[src/hdl/hsl2rgb_pkg.sv]
// ----------------------------------------------------------------------------
// HSL to RGB converter package
// Shared constants, the hue segment code and the percent-to-byte table.
// ----------------------------------------------------------------------------
package hsl2rgb_pkg;

  // Default number of fraction bits of the internal fixed-point format.
  localparam int unsigned FRAC_BITS_DEF = 16;

  // Percent levels run from 0 to 100 and fit in seven bits.
  localparam int unsigned PCT_W   = 7;
  localparam logic [PCT_W-1:0] PCT_MAX = 7'd100;

  // Which piece of the hue ramp a channel falls on.
  typedef enum logic [1:0] {
    SEG_RISE,
    SEG_HIGH,
    SEG_FALL,
    SEG_LOW
  } seg_t;

  typedef logic [7:0] byte_lut_t [2**PCT_W];

  // Percent to byte, rounding half up: floor(pc * 255 / 100 + 1/2).
  function automatic byte_lut_t build_byte_lut();
    byte_lut_t lut;
    for (int i = 0; i < 2**PCT_W; i++) begin
      lut[i] = 8'((i * 510 + 100) / 200);
    end
    return lut;
  endfunction

  localparam byte_lut_t BYTE_LUT = build_byte_lut();

endpackage

[src/hdl/hsl2rgb_front.sv]
// ----------------------------------------------------------------------------
// HSL to RGB front end
// Four stages: rescale and hue offsets, L*S product, high level and ramp
// segment per channel, low level and span.
// ----------------------------------------------------------------------------
module hsl2rgb_front #(
  parameter int unsigned FRAC_BITS = hsl2rgb_pkg::FRAC_BITS_DEF
) (
  input  logic                              clk,
  input  logic                              rst_n,
  input  logic                              in_valid,
  output logic                              in_ready,
  input  logic [15:0]                       hue,
  input  logic [16:0]                       saturation,
  input  logic [16:0]                       lightness,
  output logic                              out_valid,
  input  logic                              out_ready,
  output logic                              out_zero,
  output logic [FRAC_BITS:0]                out_light,
  output logic [FRAC_BITS:0]                out_hi,
  output logic [FRAC_BITS:0]                out_lo,
  output logic [FRAC_BITS:0]                out_span,
  output logic [2:0][FRAC_BITS:0]           out_factor,
  output hsl2rgb_pkg::seg_t [2:0]           out_seg
);

  localparam int unsigned HW = FRAC_BITS;
  localparam int unsigned W  = FRAC_BITS + 1;
  localparam int unsigned PW = 2 * W;
  localparam int unsigned T3 = FRAC_BITS + 3;
  localparam int unsigned W2 = FRAC_BITS + 2;
  localparam logic [W-1:0]  ONE      = {1'b1, {FRAC_BITS{1'b0}}};
  localparam logic [W-1:0]  HALF     = ONE >> 1;
  localparam logic [HW-1:0] THIRD    = HW'((64'd1 << FRAC_BITS) / 3);
  localparam logic [T3-1:0] ONE_T3   = T3'(ONE);
  localparam logic [T3-1:0] FOUR_ONE = T3'(ONE) << 2;

  // Handshake: a stage moves on when it is empty or the next one moves.
  logic s1_v_r, s2_v_r, s3_v_r, s4_v_r;
  logic s1_v_nxt, s2_v_nxt, s3_v_nxt, s4_v_nxt;
  logic adv1, adv2, adv3, adv4;

  assign adv4     = !s4_v_r || out_ready;
  assign adv3     = !s3_v_r || adv4;
  assign adv2     = !s2_v_r || adv3;
  assign adv1     = !s1_v_r || adv2;
  assign in_ready = adv1;

  assign s1_v_nxt = adv1 ? in_valid : s1_v_r;
  assign s2_v_nxt = adv2 ? s1_v_r   : s2_v_r;
  assign s3_v_nxt = adv3 ? s2_v_r   : s3_v_r;
  assign s4_v_nxt = adv4 ? s3_v_r   : s4_v_r;

  always_ff @(posedge clk) begin
    if (!rst_n) begin
      s1_v_r <= 1'b0;
      s2_v_r <= 1'b0;
      s3_v_r <= 1'b0;
      s4_v_r <= 1'b0;
    end else begin
      s1_v_r <= s1_v_nxt;
      s2_v_r <= s2_v_nxt;
      s3_v_r <= s3_v_nxt;
      s4_v_r <= s4_v_nxt;
    end
  end

  // Stage 1: rescale to the internal format and clamp to one.
  logic [HW-1:0] h_sc;
  logic [W-1:0]  s_sc, l_sc;

  generate
    if (FRAC_BITS >= 16) begin : g_up
      assign h_sc = HW'(hue) << (FRAC_BITS - 16);
      assign s_sc = W'(saturation) << (FRAC_BITS - 16);
      assign l_sc = W'(lightness) << (FRAC_BITS - 16);
    end else begin : g_dn
      assign h_sc = hue[15 -: HW];
      assign s_sc = saturation[16 -: W];
      assign l_sc = lightness[16 -: W];
    end
  endgenerate

  logic [2:0][HW-1:0] s1_t_r;
  logic [W-1:0]       s1_s_r, s1_l_r;

  always_ff @(posedge clk) begin
    if (adv1) begin
      s1_t_r[0] <= h_sc + THIRD;
      s1_t_r[1] <= h_sc;
      s1_t_r[2] <= h_sc - THIRD;
      s1_s_r    <= (s_sc > ONE) ? ONE : s_sc;
      s1_l_r    <= (l_sc > ONE) ? ONE : l_sc;
    end
  end

  // Stage 2: L*S with the fraction bits dropped.
  logic [PW-1:0]      prod_ls;
  logic [2:0][HW-1:0] s2_t_r;
  logic [W-1:0]       s2_s_r, s2_l_r, s2_ls_r;

  assign prod_ls = PW'(s1_l_r) * PW'(s1_s_r);

  always_ff @(posedge clk) begin
    if (adv2) begin
      s2_t_r  <= s1_t_r;
      s2_s_r  <= s1_s_r;
      s2_l_r  <= s1_l_r;
      s2_ls_r <= prod_ls[FRAC_BITS +: W];
    end
  end

  // Stage 3: high level and the ramp segment and factor of each channel.
  logic [W2-1:0]          hi_raw;
  logic [W-1:0]           hi_cl;
  logic [2:0][T3-1:0]     six_t;
  logic [2:0][T3-1:0]     fall_t;
  logic [2:0][W-1:0]      factor;
  hsl2rgb_pkg::seg_t [2:0] seg;

  always_comb begin
    if (s2_l_r < HALF) begin
      hi_raw = W2'(s2_l_r) + W2'(s2_ls_r);
    end else begin
      hi_raw = W2'(s2_l_r) + W2'(s2_s_r) - W2'(s2_ls_r);
    end
    hi_cl = (hi_raw > W2'(ONE)) ? ONE : hi_raw[W-1:0];
  end

  always_comb begin
    for (int c = 0; c < 3; c++) begin
      six_t[c]  = (T3'(s2_t_r[c]) << 2) + (T3'(s2_t_r[c]) << 1);
      fall_t[c] = FOUR_ONE - six_t[c];
      if (six_t[c] < ONE_T3) begin
        seg[c]    = hsl2rgb_pkg::SEG_RISE;
        factor[c] = six_t[c][W-1:0];
      end else if (!s2_t_r[c][HW-1]) begin
        seg[c]    = hsl2rgb_pkg::SEG_HIGH;
        factor[c] = '0;
      end else if (six_t[c] < FOUR_ONE) begin
        seg[c]    = hsl2rgb_pkg::SEG_FALL;
        factor[c] = fall_t[c][W-1:0];
      end else begin
        seg[c]    = hsl2rgb_pkg::SEG_LOW;
        factor[c] = '0;
      end
    end
  end

  logic                    s3_zero_r;
  logic [W-1:0]            s3_l_r, s3_hi_r;
  logic [2:0][W-1:0]       s3_factor_r;
  hsl2rgb_pkg::seg_t [2:0] s3_seg_r;

  always_ff @(posedge clk) begin
    if (adv3) begin
      s3_zero_r   <= (s2_s_r == '0);
      s3_l_r      <= s2_l_r;
      s3_hi_r     <= hi_cl;
      s3_factor_r <= factor;
      s3_seg_r    <= seg;
    end
  end

  // Stage 4: low level 2L - hi, kept between zero and hi, and the span.
  logic [W2-1:0] l2;
  logic [W2-1:0] lo_raw;
  logic [W-1:0]  lo_cl;

  always_comb begin
    l2     = {s3_l_r, 1'b0};
    lo_raw = (l2 > W2'(s3_hi_r)) ? (l2 - W2'(s3_hi_r)) : '0;
    lo_cl  = (lo_raw > W2'(s3_hi_r)) ? s3_hi_r : lo_raw[W-1:0];
  end

  always_ff @(posedge clk) begin
    if (adv4) begin
      out_zero   <= s3_zero_r;
      out_light  <= s3_l_r;
      out_hi     <= s3_hi_r;
      out_lo     <= lo_cl;
      out_span   <= s3_hi_r - lo_cl;
      out_factor <= s3_factor_r;
      out_seg    <= s3_seg_r;
    end
  end

  assign out_valid = s4_v_r;

endmodule

[src/hdl/hsl2rgb_ramp.sv]
// ----------------------------------------------------------------------------
// HSL to RGB ramp stage
// One stage: evaluates the hue ramp of each channel from span times factor.
// ----------------------------------------------------------------------------
module hsl2rgb_ramp #(
  parameter int unsigned FRAC_BITS = hsl2rgb_pkg::FRAC_BITS_DEF
) (
  input  logic                    clk,
  input  logic                    rst_n,
  input  logic                    in_valid,
  output logic                    in_ready,
  input  logic                    in_zero,
  input  logic [FRAC_BITS:0]      in_light,
  input  logic [FRAC_BITS:0]      in_hi,
  input  logic [FRAC_BITS:0]      in_lo,
  input  logic [FRAC_BITS:0]      in_span,
  input  logic [2:0][FRAC_BITS:0] in_factor,
  input  hsl2rgb_pkg::seg_t [2:0] in_seg,
  output logic                    out_valid,
  input  logic                    out_ready,
  output logic [2:0][FRAC_BITS:0] out_level
);

  localparam int unsigned W  = FRAC_BITS + 1;
  localparam int unsigned PW = 2 * W;

  logic v_r, v_nxt, adv;

  assign adv      = !v_r || out_ready;
  assign in_ready = adv;
  assign v_nxt    = adv ? in_valid : v_r;

  always_ff @(posedge clk) begin
    if (!rst_n) begin
      v_r <= 1'b0;
    end else begin
      v_r <= v_nxt;
    end
  end

  logic [2:0][PW-1:0] prod;
  logic [2:0][W-1:0]  level;

  always_comb begin
    for (int c = 0; c < 3; c++) begin
      prod[c] = PW'(in_span) * PW'(in_factor[c]);
      case (in_seg[c]) inside
        hsl2rgb_pkg::SEG_RISE,
        hsl2rgb_pkg::SEG_FALL: level[c] = in_lo + prod[c][FRAC_BITS +: W];
        hsl2rgb_pkg::SEG_HIGH: level[c] = in_hi;
        default:               level[c] = in_lo;
      endcase
      // With no saturation every channel is the lightness itself.
      if (in_zero) begin
        level[c] = in_light;
      end
    end
  end

  always_ff @(posedge clk) begin
    if (adv) begin
      out_level <= level;
    end
  end

  assign out_valid = v_r;

endmodule

[src/hdl/hsl2rgb_quant.sv]
// ----------------------------------------------------------------------------
// HSL to RGB quantizer
// Two stages: level to truncated percent, then percent to a rounded byte.
// ----------------------------------------------------------------------------
module hsl2rgb_quant #(
  parameter int unsigned FRAC_BITS = hsl2rgb_pkg::FRAC_BITS_DEF
) (
  input  logic                    clk,
  input  logic                    rst_n,
  input  logic                    in_valid,
  output logic                    in_ready,
  input  logic [2:0][FRAC_BITS:0] in_level,
  output logic                    out_valid,
  input  logic                    out_ready,
  output logic [23:0]             out_rgb
);

  localparam int unsigned W  = FRAC_BITS + 1;
  localparam int unsigned MW = W + 7;

  logic s1_v_r, s2_v_r, s1_v_nxt, s2_v_nxt, adv1, adv2;

  assign adv2     = !s2_v_r || out_ready;
  assign adv1     = !s1_v_r || adv2;
  assign in_ready = adv1;
  assign s1_v_nxt = adv1 ? in_valid : s1_v_r;
  assign s2_v_nxt = adv2 ? s1_v_r   : s2_v_r;

  always_ff @(posedge clk) begin
    if (!rst_n) begin
      s1_v_r <= 1'b0;
      s2_v_r <= 1'b0;
    end else begin
      s1_v_r <= s1_v_nxt;
      s2_v_r <= s2_v_nxt;
    end
  end

  // Level times 100 as shifts and adds, then the fraction bits dropped.
  logic [2:0][MW-1:0] times100;
  logic [2:0][7:0]    pct_raw;
  logic [2:0][hsl2rgb_pkg::PCT_W-1:0] pct;

  always_comb begin
    for (int c = 0; c < 3; c++) begin
      times100[c] = (MW'(in_level[c]) << 6) + (MW'(in_level[c]) << 5)
                  + (MW'(in_level[c]) << 2);
      pct_raw[c]  = times100[c][FRAC_BITS +: 8];
      pct[c]      = (pct_raw[c] > 8'(hsl2rgb_pkg::PCT_MAX)) ? hsl2rgb_pkg::PCT_MAX
                                                            : pct_raw[c][6:0];
    end
  end

  logic [2:0][hsl2rgb_pkg::PCT_W-1:0] s1_pct_r;

  always_ff @(posedge clk) begin
    if (adv1) begin
      s1_pct_r <= pct;
    end
  end

  always_ff @(posedge clk) begin
    if (adv2) begin
      out_rgb <= {hsl2rgb_pkg::BYTE_LUT[s1_pct_r[2]],
                  hsl2rgb_pkg::BYTE_LUT[s1_pct_r[1]],
                  hsl2rgb_pkg::BYTE_LUT[s1_pct_r[0]]};
    end
  end

  assign out_valid = s2_v_r;

endmodule

[src/hdl/hsl_to_rgb_converter_top.sv]
// ----------------------------------------------------------------------------
// HSL to RGB converter
// Streaming conversion of hue, saturation and lightness to 8-bit RGB.
// ----------------------------------------------------------------------------
// The converter takes one request per clock while the output side does not
// stall and returns one RGB result per request, in the order of the requests.
// The path is a seven-stage pipeline: four stages prepare the
// levels (input rescale, the L*S multiplier, the high level with the hue
// segment of each channel, the low level and span), one stage runs the three
// ramp multipliers, and two stages turn each level into a percent and then
// into a rounded byte. Every stage carries its own valid bit and holds while
// the stage after it is full and stalled, so empty stages keep filling
// behind a stalled output and nothing is dropped or repeated. Hue is a
// fraction of a turn scaled by 65536; saturation and lightness are scaled the
// same way and may be exactly 65536 (values above that count as one).
// ----------------------------------------------------------------------------
module hsl_to_rgb_converter_top #(
  parameter int unsigned FRAC_BITS = hsl2rgb_pkg::FRAC_BITS_DEF
) (
  input  logic        clk,
  input  logic        rst_n,
  input  logic        in_tvalid,
  output logic        in_tready,
  input  logic [55:0] in_tdata,   // hue[15:0], saturation[32:16], lightness[49:33]
  output logic        out_tvalid,
  input  logic        out_tready,
  output logic [23:0] out_tdata   // red[7:0], green[15:8], blue[23:16]
);

  // Front end to ramp stage.
  logic                    front_valid, front_ready, front_zero;
  logic [FRAC_BITS:0]      front_light, front_hi, front_lo, front_span;
  logic [2:0][FRAC_BITS:0] front_factor;
  hsl2rgb_pkg::seg_t [2:0] front_seg;

  // Ramp stage to quantizer.
  logic                    ramp_valid, ramp_ready;
  logic [2:0][FRAC_BITS:0] ramp_level;

  hsl2rgb_front #(
    .FRAC_BITS (FRAC_BITS)
  ) u_front (
    .clk        (clk),
    .rst_n      (rst_n),
    .in_valid   (in_tvalid),
    .in_ready   (in_tready),
    .hue        (in_tdata[15:0]),
    .saturation (in_tdata[32:16]),
    .lightness  (in_tdata[49:33]),
    .out_valid  (front_valid),
    .out_ready  (front_ready),
    .out_zero   (front_zero),
    .out_light  (front_light),
    .out_hi     (front_hi),
    .out_lo     (front_lo),
    .out_span   (front_span),
    .out_factor (front_factor),
    .out_seg    (front_seg)
  );

  hsl2rgb_ramp #(
    .FRAC_BITS (FRAC_BITS)
  ) u_ramp (
    .clk       (clk),
    .rst_n     (rst_n),
    .in_valid  (front_valid),
    .in_ready  (front_ready),
    .in_zero   (front_zero),
    .in_light  (front_light),
    .in_hi     (front_hi),
    .in_lo     (front_lo),
    .in_span   (front_span),
    .in_factor (front_factor),
    .in_seg    (front_seg),
    .out_valid (ramp_valid),
    .out_ready (ramp_ready),
    .out_level (ramp_level)
  );

  // The quantizer's last stage is the output register of the block.
  hsl2rgb_quant #(
    .FRAC_BITS (FRAC_BITS)
  ) u_quant (
    .clk       (clk),
    .rst_n     (rst_n),
    .in_valid  (ramp_valid),
    .in_ready  (ramp_ready),
    .in_level  (ramp_level),
    .out_valid (out_tvalid),
    .out_ready (out_tready),
    .out_rgb   (out_tdata)
  );

  // The input can only be held off when the whole pipeline is backed up
  // behind a stalled output.
  assert property (@(posedge clk) disable iff (!rst_n)
    !in_tready |-> (out_tvalid && !out_tready))
    else $error("input stalled while the output side was free");

  // A ramp result appears only when the front end offered one.
  assert property (@(posedge clk) disable iff (!rst_n)
    $rose(ramp_valid) |-> $past(front_valid))
    else $error("ramp stage became valid without a request from the front end");

  // A ramp result held back by the quantizer keeps its levels.
  assert property (@(posedge clk) disable iff (!rst_n)
    (ramp_valid && !ramp_ready) |=> (ramp_valid && $stable(ramp_level)))
    else $error("stalled ramp result changed or vanished");

endmodule
[config.mk]
export PLATFORM = sky130hd
export DESIGN_NAME = hsl_to_rgb_converter_top
export DESIGN_NICKNAME = d
export VERILOG_FILES = /design/src/hdl/hsl2rgb_pkg.sv /design/src/hdl/hsl2rgb_front.sv /design/src/hdl/hsl2rgb_ramp.sv /design/src/hdl/hsl2rgb_quant.sv /design/src/hdl/hsl_to_rgb_converter_top.sv
export SDC_FILE = /design/constraint.sdc
export NUM_CORES = 2
export LEC_CHECK = 0
export BUFFER_PORTS_ARGS = -buffer_cell sky130_fd_sc_hd__buf_2
export CORE_ASPECT_RATIO = 1.4
export CORE_MARGIN = 4
export CORE_UTILIZATION = 65
export DETAILED_ROUTE_END_ITERATION = 8
export PLACE_DENSITY_LB_ADDON = 0.08
export RECOVER_POWER = 50
export SETUP_SLACK_MARGIN = 0.4
export SYNTH_ARGS = -nofsm -noshare
export SYNTH_HDL_FRONTEND = slang
export SYNTH_SLANG_ARGS = --single-unit
[constraint.sdc]
create_clock -name clk -period 16.2 [get_ports clk]
set_clock_uncertainty 0.1 [all_clocks]
set_input_delay 3.24 -clock clk [delete_from_list [all_inputs] [get_ports clk]]
set_output_delay 3.24 -clock clk [all_outputs]
set_load 0.03 [all_outputs]
==> After elaboration in Yosys (flattened, before gate mapping) <==
Memories as Yosys holds them, arrays and structs flattened. A register that Yosys moved wholly into a read port is not among the register bits.
Cells that the tools add are included.
{ "totals": {"in_bits": 60, "ff_bits": 478, "mem_bits_ro": 3072, "mem_count": 3, "elab_cells": 154} }
{ "mem_list": {"columns": ["memory", "words", "width", "rd", "rd_clocked_by_memory_dff", "wr", "line_no", "text"], "rows": [
  ["(name not given)", 128, 8, 1, 1, 0, "hsl2rgb_quant.sv:65", "hsl2rgb_pkg::BYTE_LUT[s1_pct_r[1]],"],
  ["(name not given)", 128, 8, 1, 1, 0, "hsl2rgb_quant.sv:64", "out_rgb <= {hsl2rgb_pkg::BYTE_LUT[s1_pct_r[2]],"],
  ["(name not given)", 128, 8, 1, 1, 0, "hsl2rgb_quant.sv:66", "hsl2rgb_pkg::BYTE_LUT[s1_pct_r[0]]};"]
]} }
{ "op_classes": {"n_eq_ne": 6, "mux": 27, "magnitude_cmp": 15, "reduce_logical": 24, "bitwise_logic": 6, "n_addsub": 22, "multipliers": 4} }
{ "op_table": {"columns": ["operator", "count"], "rows": [
  ["$mux 17", 19],
  ["$mul 17x17->33", 4],
  ["$add 23x22->24", 3],
  ["$add 24x19->24", 3],
  ["$add 18x17->19", 3],
  ["$lt 19x17->1 const B", 3],
  ["$lt 19x19->1 const B", 3],
  ["$add 17x17->17", 3],
  ["$sub 1x17->17 const A", 3],
  ["$add 17x17->18", 2],
  ["$gt 18x17->1", 2],
  ["$mux 18", 2],
  ["$sub 18x17->18", 2],
  ["$gt 17x17->1 const B", 2],
  ["$gt 8x7->1 const B", 3],
  ["$not 7->8", 3],
  ["$gt 18x17->1 const B", 1],
  ["$logic_not 17->1", 1],
  ["$lt 17x16->1 const B", 1],
  ["$sub 17x17->17", 1],
  ["$add 16x15->16 const B", 1],
  ["$sub 16x15->16 const B", 1],
  ["$reduce_or 2->1", 6],
  ["$logic_not 1->1", 7],
  ["6 further kinds", 25]
]} }

==> Longest topological paths before layout <==
{ "depth": {"depth_word": 8, "ltp_mapped": 37} }

==> By module <==
From an unflattened synthesis, not the netlist that was laid out.
{ "unflattened": {"hier_cells": 7541, "area_unflattened_um2": 70451.3} }
{ "modules_own_cells": {"columns": ["mod", "instances", "cells_per_inst", "area_each_um2"], "rows": [
  ["hsl2rgb_ramp", 1, 3735, 32276.0],
  ["hsl2rgb_front", 1, 2760, 29753.5],
  ["hsl2rgb_quant", 1, 1046, 8421.8]
]} }

==> Worst setup path after synthesis <==
Ideal clock, no wire load.
{ "synth_path": {"path_type": "input-to-output", "start": "in out_tready", "end": "out in_tready", "setup_slack_ns": 7.050, "arrival_ns": 5.810, "cell_stages": 5, "path_cell_list": "nor2b_1 -> and3_1 -> and2_1 -> and3_1 -> nand2_1"} }
{ "synth_via": {"elab_chain_len": 7} }
{ "synth_lines": {"columns": ["element", "line_no", "text"], "rows": [
  ["start: declaration", "hsl_to_rgb_converter_top.sv:26", "input logic out_tready,"],
  ["$logic_or 1x1->1", "hsl2rgb_quant.sv:23", "assign adv2 = !s2_v_r || out_ready;"],
  ["$logic_or 1x1->1", "hsl2rgb_quant.sv:24", "assign adv1 = !s1_v_r || adv2;"],
  ["$logic_or 1x1->1", "hsl2rgb_ramp.sv:29", "assign adv = !v_r || out_ready;"],
  ["$logic_or 1x1->1", "hsl2rgb_front.sv:43", "assign adv4 = !s4_v_r || out_ready;"],
  ["$logic_or 1x1->1", "hsl2rgb_front.sv:44", "assign adv3 = !s3_v_r || adv4;"],
  ["$logic_or 1x1->1", "hsl2rgb_front.sv:45", "assign adv2 = !s2_v_r || adv3;"],
  ["$logic_or 1x1->1", "hsl2rgb_front.sv:46", "assign adv1 = !s1_v_r || adv2;"],
  ["end: declaration", "hsl_to_rgb_converter_top.sv:23", "output logic in_tready,"]
]} }
No other way between the ends.

==> qor.tcl <==
set qor(worst_setup_path_endpoint) {u_ramp.out_level[50]}
set qor(failed_checks) {capacitance limit, slew limit}
set qor(placement.io_buffers) 79
set qor(cts.reportedPaths.clkPinSlew_ns) 0.06
set qor(firstDrtPassIters) 5
set qor(finish.net_count) 8851
set qor(max_cap_violations) 4
set qor(post-route-drc-count) 0
set qor(grt_pass1_wl_mm) 265
set qor(synthesis.area_per_instance_sq_um) 9.44
set qor(syn-cell-area_sq_um) 68600
set qor(clock-sinks) 494
set qor(cts_tree) {done}
set qor(finalHoldViolCount) 0
set qor(timing.setup.tns_ns) 0
set qor(crit_path_end_kind) {flip-flop}
set qor(antenna_violating_nets_post_route) 0
set qor(layout_worst_path_cycle_share_pct) 64.5
set qor(timing_worst_slew_pin_value_ns) 2.42
set qor(placement_rows) 140
set qor(grt_usage_pct) 30.2
set qor(synth.yosys.warnings) 0
set qor(number_of_buffers_added_by_the_clock_tree_synthesis_step) 53
set qor(fill_cells) 8186
set qor(critical_path.most_common_cell) {fa_1}
set qor(maxClockFrequency_mhz) 95.7
set qor(clock_path_buffers) 3
set qor(place_hpwl_mm) 126
set qor(syn-num-nets) 8978
set qor(worst_skew_pair.late_latency_ns) 0.66
set qor(antenna_found_initial) 5
set qor(critical-path-max-stage-delay_ns) 0.76
set qor(worstSetupPathType) {reg2reg}
set qor(h-tree-depth) 2
set qor(overflow) 0
set qor(cp.arrival_ns) 10.77
set qor(crit_required_ns) 16.52
set qor(outcome) {finished, violations left}
set qor(fp.dieArea_sq_um) 111000
set qor(timing.reg2reg.worst_path_depth) 30
set qor(ys_seq_elements) 494
set qor(crit_start) {u_front.out_span[8]}
set qor(drive_gt1_share_pct) 3.44
set qor(start_util_pct) 65.7
set qor(postCtsResizedCells) 0
set qor(crit-reg2reg-capture) {u_ramp.out_level[50]}
set qor(coreArea_sq_um) 104000
set qor(timing.hold.worst_path_depth) 0
set qor(global_placer_s_final_weighted_congestion) 0.913
set qor(first_iter_violations) 2667
set qor(cpMaxStageDelayCell) {edfxtp_1}
set qor(critPathMaxFanout) 36
set qor(die_w_microns) 283
set qor(detailroute.via_count) 50149
set qor(synth_enable_flop_cells) 487
set qor(dominantRegCellSynth) {edfxtp_1}
set qor(wire_per_inst_microns) 19.1
set qor(cell_count_after_synthesis) 7273
set qor(final-setup-viol-count) 0
set qor(start_kind) {flip-flop}
set qor(routed_via_density) 5.87
set qor(regToRegStartpoint) {u_front.out_span[8]}
set qor(hold_path_class) {reg2reg}
set qor(post-cts-setup-buffers) 0
set qor(final.min_clock_period_ns) 10.45
set qor(cts_hold_buffers) 0
set qor(die_height_microns) 392
set qor(async_reset_ff_share_pct) 0
set qor(count_of_cell_types_in_the_netlist) 91
set qor(max-slew-margin-rel_pct) -63.0
set qor(final_routed_wirelength_across_all_metal_layers_mm) 163
set qor(r2r_setup_slack_ns) 5.75
set qor(root_buffer) {clkbuf_16}
set qor(place_worst_setup_slack_ns) 5.81
set qor(grt_pass1_vias) 52202
set qor(report.final.slew_viol_count) 126
set qor(grt_start_max_net_pins) 82
set qor(synth_seq_area_share_pct) 21.5
set qor(rsz_0062_raised_after_global_routing) {false}
set qor(i_o_pin_total) 86
set qor(syn_to_final_growth_pct) 4.29
set qor(fin_ws_ns) 5.75
==> final cells by class <==
class | instances | area, sq um | share of cell area (%)
Multi-Input combinational cell | 5212 | 48000 | 67.0
Sequential cell | 494 | 14800 | 20.6
Inverter | 1251 | 4700 | 6.57
Tap cell | 1349 | 1690 | 2.36
Clock buffer | 70 | 1450 | 2.03
Timing Repair Buffer | 134 | 757 | 1.06
Clock inverter | 26 | 253 | 0.353
Antenna cell | 1 | 2.50 | 0.00350
==> metrics by stage <==
step	instances	cell area, sq um	util (%)	hold WS [ns]
after CTS	8536	71700	68.7	0.303
final	8537	71600	68.6	0.310
after global placement	8440	70000	67.0	0.301
after detailed placement	8440	70000	67.0	0.305
after global routing	8536	71600	68.6	0.318
after floorplan	7273	68600	-	0.300
==> flip-flops by register name, summed over array words and instances (netlist names), 6 cells and up <==
| signal | count |
|---|---|
| u_front.out_hi | 17 |
| u_front.s2_l_r | 17 |
| u_front.s2_ls_r | 17 |
| u_front.s3_l_r | 17 |
| u_front.s3_seg_r | 6 |
| u_front.out_factor | 48 |
| u_front.s1_t_r | 47 |
| u_front.s3_hi_r | 17 |
| u_front.s2_t_r | 47 |
| u_front.out_seg | 6 |
| u_front.out_lo | 17 |
| u_front.out_light | 17 |
| u_front.s1_l_r | 17 |
| u_quant.out_rgb | 24 |
| u_front.out_span | 17 |
| u_front.s1_s_r | 17 |
| u_ramp.out_level | 51 |
| u_front.s2_s_r | 17 |
| u_front.s3_factor_r | 48 |
| u_quant.s1_pct_r | 21 |
==> placed cells by master, fill, tap and decap left out, types with 10 or more instances in the layout <==
cell,Yosys,final
a211o_1,15,15
a211oi_1,51,51
a21boi_0,33,34
a21o_1,95,95
a21oi_1,300,300
a311oi_1,11,11
a31oi_1,37,37
and2_1,501,498
and3_1,23,23
buf_2,8,49
buf_4,0,47
clkbuf_1,290,50
clkbuf_16,0,55
edfxtp_1,487,487
fa_1,904,904
ha_1,741,741
inv_1,1248,1246
mux2_2,15,15
mux2i_1,73,73
nand2_1,825,824
nand2b_1,58,58
nand3_1,66,66
nand3b_1,18,18
nand4_1,23,23
nor2_1,302,302
nor2b_1,95,95
nor3_1,106,106
nor3b_1,21,21
nor4_1,24,25
o211ai_1,28,28
o21a_1,77,77
o21ai_0,277,280
o21bai_1,28,28
o22ai_1,10,10
o31ai_1,22,22
o41ai_1,11,12
or2_2,16,16
or3_1,31,31
xnor2_1,163,163
xor2_1,73,73
==> routing by layer <==
metal / vias to the layer above / part of all wire, % / track usage (%)
met5: - / 0 / 0
met4: 0 / 6.6 / 16.5
met3: 467 / 4.9 / 3.05
met2: 1479 / 52 / 54.7
met1: 24901 / 37 / 35.0
li1: 23302 / - / -
==> cells in the mapped netlist, drive strengths merged (66+ instances only) <==
| cell | number | area (sq um) |
|---|---|---|
| a21oi | 303 | 1540 |
| nor3 | 108 | 551 |
| a21o | 97 | 731 |
| clkbuf | 290 | 1090 |
| nor2 | 302 | 1130 |
| ha | 741 | 9270 |
| nand3 | 66 | 330 |
| o21ai | 280 | 1400 |
| nor2b | 95 | 594 |
| nand2 | 825 | 3100 |
| o21a | 77 | 578 |
| xnor2 | 163 | 1430 |
| mux2i | 73 | 731 |
| edfxtp | 487 | 14600 |
| xor2 | 73 | 639 |
| fa | 904 | 18100 |
| inv | 1248 | 4680 |
| and2 | 501 | 3130 |
==> cell families after synthesis <==
| group | after synthesis | share of synthesized area, % |
|---|---|---|
| AOI/OAI and AO/OA | 1099 | 10.2 |
| xor gates and xnor gates | 236 | 3.01 |
| adders and majority gates | 1645 | 39.9 |
| buffers and inverters | 1567 | 8.58 |
| DFF | 494 | 21.5 |
| muxes | 96 | 1.57 |
| and+or+nand+nor | 2136 | 15.2 |
==> critical path, delay by kind of cell (launching register included) <==
kind | cells | cell delay (ns)
adders and majority gates | 8 | 3.70
xor gates and xnor gates | 2 | 0.24
DFF | 1 | 0.76
buffers and inverters | 2 | 0.62
and+or+nand+nor | 7 | 1.32
AOI/OAI and AO/OA | 11 | 3.49
==> how the worst min path moves through the flow <==
stage | from | to
global placement | u_front.s3_factor_r[18] | u_front.out_factor[18]
detailed placement | u_front.s1_t_r[17] | u_front.s2_t_r[17]
finish | u_front.s3_zero_r | u_front.out_zero
floorplan | u_front.s3_factor_r[10] | u_front.out_factor[10]
global route | u_front.s3_factor_r[18] | u_front.out_factor[18]
CTS | u_front.s3_zero_r | u_front.out_zero
Power is not shown: default switching activity piles up to over one toggle a cycle in this logic, so the estimate is an artifact.
